## config.mk

```make
export PLATFORM = sky130hd
export DESIGN_NAME = mfli_mul
export DESIGN_NICKNAME = d
export VERILOG_FILES = /design/src/magnetic_field_lut_interpolator_macros.svh /design/src/mfli_pkg.sv /design/src/mfli_mul.sv
export SDC_FILE = /design/constraint.sdc
export NUM_CORES = 2
export LEC_CHECK = 0
export BUFFER_PORTS_ARGS = -buffer_cell sky130_fd_sc_hd__buf_2
export CORE_MARGIN = 2
export CORE_UTILIZATION = 48
export DETAILED_ROUTE_END_ITERATION = 8
export SLEW_MARGIN = 20
export SYNTH_ARGS = -nofsm -noshare
export SYNTH_HDL_FRONTEND = slang
export SYNTH_SLANG_ARGS = --single-unit
```

## constraint.sdc

```tcl
create_clock -name clk_i -period 8.42 [get_ports clk_i]
set_clock_uncertainty 0.1 [all_clocks]
set_input_delay 1.263 -clock clk_i [delete_from_list [all_inputs] [get_ports clk_i]]
set_output_delay 1.263 -clock clk_i [all_outputs]
set_load 0.05 [all_outputs]
```

## src/magnetic_field_lut_interpolator_macros.svh

```systemverilog
// Assertion helpers for the field table interpolator
`ifndef MAGNETIC_FIELD_LUT_INTERPOLATOR_MACROS_SVH
`define MAGNETIC_FIELD_LUT_INTERPOLATOR_MACROS_SVH

// same-cycle implication
`define MFLI_ASSERT_NOW(lbl, clk, rstn, ante, cons, msg) \
  lbl: assert property (@(posedge clk) disable iff (!rstn) (ante) |-> (cons)) \
    else $error(msg);

// next-cycle implication
`define MFLI_ASSERT_NEXT(lbl, clk, rstn, ante, cons, msg) \
  lbl: assert property (@(posedge clk) disable iff (!rstn) (ante) |=> (cons)) \
    else $error(msg);

`endif

```

## src/mfli_pkg.sv

```systemverilog
package mfli_pkg;

  localparam int VAL_W  = 32;
  localparam int OPD_W  = 33;
  localparam int PROD_W = 66;
  localparam int WIDE_W = 52;
  localparam int WORD_W = 96;
  localparam int ROW_W  = 3;
  localparam int COL_W  = 3;
  localparam int CFG_W  = 31;
  localparam int IN_DATA_W  = 208;
  localparam int OUT_DATA_W = 40;

  localparam logic [CFG_W-1:0] CFG_ONE = 31'd65536;
  localparam logic [ROW_W-1:0] ROW_LAST = 3'd5;

  // register indexes
  localparam logic [0:0] CFG_IRW = 1'b0;
  localparam logic [0:0] CFG_IGS = 1'b1;

  localparam logic REQ_LOAD  = 1'b0;
  localparam logic REQ_QUERY = 1'b1;

  typedef enum logic [9:0] {
    ST_IDLE = 10'b0000000001,
    ST_OPND = 10'b0000000010,
    ST_MUL  = 10'b0000000100,
    ST_POST = 10'b0000001000,
    ST_SP   = 10'b0000010000,
    ST_FR   = 10'b0000100000,
    ST_RD0  = 10'b0001000000,
    ST_RD1  = 10'b0010000000,
    ST_RD2  = 10'b0100000000,
    ST_EMIT = 10'b1000000000
  } state_e;

  typedef enum logic [1:0] {
    PH_AXIS = 2'd0,
    PH_LERP = 2'd1,
    PH_TORQ = 2'd2,
    PH_GRAD = 2'd3
  } phase_e;

  typedef struct packed {
    logic                     en;
    logic signed [OPD_W-1:0]  a;
    logic signed [OPD_W-1:0]  b;
  } mul_req_t;

  localparam logic signed [WIDE_W-1:0] SAT_MAX = 52'sd2147483647;
  localparam logic signed [WIDE_W-1:0] SAT_MIN = -52'sd2147483648;

  function automatic logic signed [VAL_W-1:0] sat32(input logic signed [WIDE_W-1:0] v);
    logic signed [VAL_W-1:0] r;
    if (v > SAT_MAX) begin
      r = 32'sh7fffffff;
    end else if (v < SAT_MIN) begin
      r = 32'sh80000000;
    end else begin
      r = v[VAL_W-1:0];
    end
    return r;
  endfunction

  function automatic logic signed [WIDE_W-1:0] ext52(input logic signed [VAL_W-1:0] v);
    return {{(WIDE_W-VAL_W){v[VAL_W-1]}}, v};
  endfunction

  function automatic logic signed [OPD_W-1:0] ext33(input logic signed [VAL_W-1:0] v);
    return {v[VAL_W-1], v};
  endfunction

  // component k of a packed {bz, by, bx} word
  function automatic logic signed [VAL_W-1:0] comp(input logic [WORD_W-1:0] w,
                                                   input logic [1:0] k);
    logic signed [VAL_W-1:0] r;
    case (k)
      2'd0:    r = w[31:0];
      2'd1:    r = w[63:32];
      default: r = w[95:64];
    endcase
    return r;
  endfunction

  // (k + 1) mod 3
  function automatic logic [1:0] rot3(input logic [1:0] k);
    return (k == 2'd2) ? 2'd0 : k + 2'd1;
  endfunction

endpackage

```

## src/mfli_mul.sv

```systemverilog
module mfli_mul (
  input  logic                                clk_i,
  input  mfli_pkg::mul_req_t                  req_i,
  output logic signed [mfli_pkg::PROD_W-1:0]  prod_o
);

  logic signed [mfli_pkg::OPD_W-1:0]  a_q, b_q;
  logic signed [mfli_pkg::PROD_W-1:0] prod_q;

  // operands registered, then the product registered
  always_ff @(posedge clk_i) begin
    if (req_i.en) begin
      a_q <= req_i.a;
      b_q <= req_i.b;
    end
    prod_q <= a_q * b_q;
  end

  assign prod_o = prod_q;

endmodule

```

==> summary.txt <==
Routing
  – DR WL/cell: 20.1 um
  – Vias: 29200
  – Via-per-instance ratio: 5.13
  – Final ANT Viol Nets: 0
  – Initial DRC Count: approximately 1500
  – Drt drc: 0
  – DR pass1 iterations: 5
  – WL final: about 110000 um

Final layout
  – # fillers: 8270
  – Area grow syn2layout: 8.76%
  – Ant diodes: 0
  – Commonest non-fill, non-tap cell in the layout: fa_1
  – Multi-input logic area: about 34000 um^2
  – Share of layout cells above drive strength 1: 0.0804
  – Fin util: 0.524
  – Final nets: roughly 5900
  – Design Area, Final: 46200 um^2
  – Register area: 3300 um^2
  – Commonest cells after routing, fill and taps aside: fa_1 (1142), inv_1 (1138), and2_1 (561), nand2_1 (549), ha_1 (216)

Floorplan
  – Die footprint: a little over 90000 um^2
  – Io pins: about 130
  – Die height: about 300 um
  – # rows: 109
  – Core area: just under 90000 um^2
  – Die W: 301 um
  – Initial Util: 0.482

Clock network
  – Hold buffers post-CTS: 0
  – Root Buffer: clkbuf_16
  – CTS max path bufs: 2
  – CTS Buf Count: 17
  – Clock sink count: roughly 130
  – Clock latency on the worst-skew pair: 0.54 ns
  – H-tree depth: 4
  – Clock transition at path regs: 0.08 ns
  – CTS tree: yes

Worst setup path
  – Critical Path End Type: flop
  – Reg-to-reg setup timing slack: 0.25 ns
  – Reg2Reg Depth: 24
  – CP Launch Type: flop
  – CP max FO: 5
  – Largest stage delay, worst path: 0.55 ns
  – WS Path Type: reg2reg
  – Most common cell on crit path: fa_1
  – Arr. time, crit path: 8.51 ns
  – Worst Path Required: between 8 and 9 ns
  – Cell-by-cell trace of the critical path: buf_12 -> and2_1 -> fa_1 -> inv_1 -> fa_1 -> inv_1 -> fa_1 -> inv_1 -> fa_1 -> inv_1 -> fa_1 -> fa_1 -> fa_1 -> inv_1 -> fa_1 -> inv_1 -> ha_1 -> buf_4 -> nand4_1 -> o41a_1 -> o41a_1 -> o31a_1 -> o21a_1 -> o211ai_1
  – Slowest CP cell: fa_1

Synth
  – Leading area contributor after synthesis: fa_1
  – Synth warn: 0
  – FFs w/ async S/R, synth: 0
  – Post-synth top area share: 0.540
  – Synth Instances: between 4000 and 5000
  – Top cells by area, synth: fa_1 (54%), inv_1 (10%), and2_1 (8.3%)
  – Synth Net Count: 5843
  – Seq/Total Area, Yosys: 0.0778
  – Syn avg cell area: 9.63 um^2
  – Flop and latch count out of synthesis: 132
  – Synth unique cells: 56
  – Mapped Area: 42500 um^2
  – Post-synth EDFFs: 66
  – Synth Flop Type: edfxtp_1

Placed design
  – I/O Buffers: around 130
  – Placed Area: 45200 um^2
  – Hpwl dp: 96400 um
  – Dpl ws: -0.166 ns
  – Final Wtd Congestion: ~0.90

Timing
  – Slew HR: 0.396
  – RSZ-0062 raised after global routing: false
  – Final Worst Setup Slack: 0.254 ns
  – Setup violations, final: 0
  – Minimum clock period: 8.17 ns
  – Max Freq: roughly 0.12 GHz
  – Count of final hold-check violations: 0
  – Final Cycle Share: 0.970
  – Max Slew Vio Count: 0
  – Worst-Margin Slew: 0.906 ns

GRT
  – Initial antenna violation count: 2
  – Overflow after GRT: 0
  – Via count of the first global-routing pass: between 30000 and 40000
  – Total track usage: 0.269
  – First-pass GRT wire length: 183000 um
  – Pin count of the biggest net entering global routing: 40

Status
  – Status: completed

Min path
  – HP Class: reg2reg
  – WHS Path Cells: 2

Run
  – Max-cap violation count: 0
==> per-layer routing <==
metal / GRT usage / vias to the layer above / routed length [um]
li1: - / 12800 / -
met1: 0.321 / 15600 / 42900
met2: 0.488 / 624 / 61600
met3: 0.0280 / 195 / 4060
met4: 0.120 / 0 / 5580
met5: 0 / - / 0
==> cell type report <==
class                           instances  share of cell area
Inverter                             1138              0.0925
Tap cell                             1165              0.0316
Clock inverter                         15             0.00406
Sequential cell                       132              0.0715
Clock buffer                           17             0.00921
Timing Repair Buffer                  311              0.0525
Multi-Input combinational cell       2916               0.739
==> path summary, 6_finish.rpt <==
kind	from	end
setup / recovery	a_q[28]	prod_o[65]
hold / removal	b_q[0]	prod_o[0]
setup reg to reg	a_q[28]	prod_o[65]
hold reg to reg	b_q[0]	prod_o[0]
==> synthesized netlist by cell type, types with 8 or more instances <==
| library cell | number |
|---|---|
| fa_1 | 1145 |
| inv_1 | 1138 |
| and2_1 | 561 |
| nand2_1 | 550 |
| clkbuf_1 | 224 |
| ha_1 | 217 |
| a21oi_1 | 68 |
| dfxtp_1 | 66 |
| edfxtp_1 | 66 |
| xnor2_1 | 54 |
| nor2_1 | 53 |
| o21ai_0 | 40 |
| a21o_1 | 27 |
| nand3_1 | 22 |
| nor3_1 | 16 |
| xor2_1 | 15 |
| nand4_1 | 13 |
| nor2b_1 | 12 |
| nand2b_1 | 11 |
| and3_1 | 10 |
| a211oi_1 | 9 |
| o211ai_1 | 9 |
| o21bai_1 | 9 |
| a31oi_1 | 8 |
| o21a_1 | 8 |
==> sequential cells by signal, indices dropped and copies added, names as in the netlist <==
signal,cells
prod_o,66
a_q,33
b_q,33
==> logic make-up after synthesis <==
group                      share of synthesized area
DFF                                           0.0778
xor gates and xnor gates                      0.0142
muxes                                       0.000707
and+or+nand+nor                                0.150
adders and majority gates                      0.604
buffers and inverters                          0.121
AOI/OAI and AO/OA                             0.0328
==> through the flow <==
| step | setup TNS (ns) | cells | hold slack [ns] |
|---|---|---|---|
| 2_1_floorplan | 0 | 4413 | 0.421 |
| 5_1_grt | 0 | 5694 | 0.696 |
| 3_5_place_dp | -0.166 | 5628 | 0.637 |
| 3_3_place_gp | -0.182 | 5628 | 0.620 |
| 4_1_cts | 0 | 5664 | 0.664 |
| 6_report | 0 | 5694 | 0.659 |
==> repair_timing <==
item | CTS | global route
endpoints found under the setup margin | 3 | 15
pin swaps | 0 | 1
endpoints found under the hold margin | 0 | 0
gates resized for setup | 2 | 18
buffers inserted | 4 | 30
==> critical path, delay by kind of cell (launching register included) <==
family	cells	cell delay, ns
compound gates	5	1.83
buf+inv	8	0.73
simple gates	2	0.32
flops	1	0.54
fa+ha+maj	9	4.55
Power is left out: the tool's default activity adds up to more than one toggle a clock period on the data nets, which glitch-free logic cannot reach.
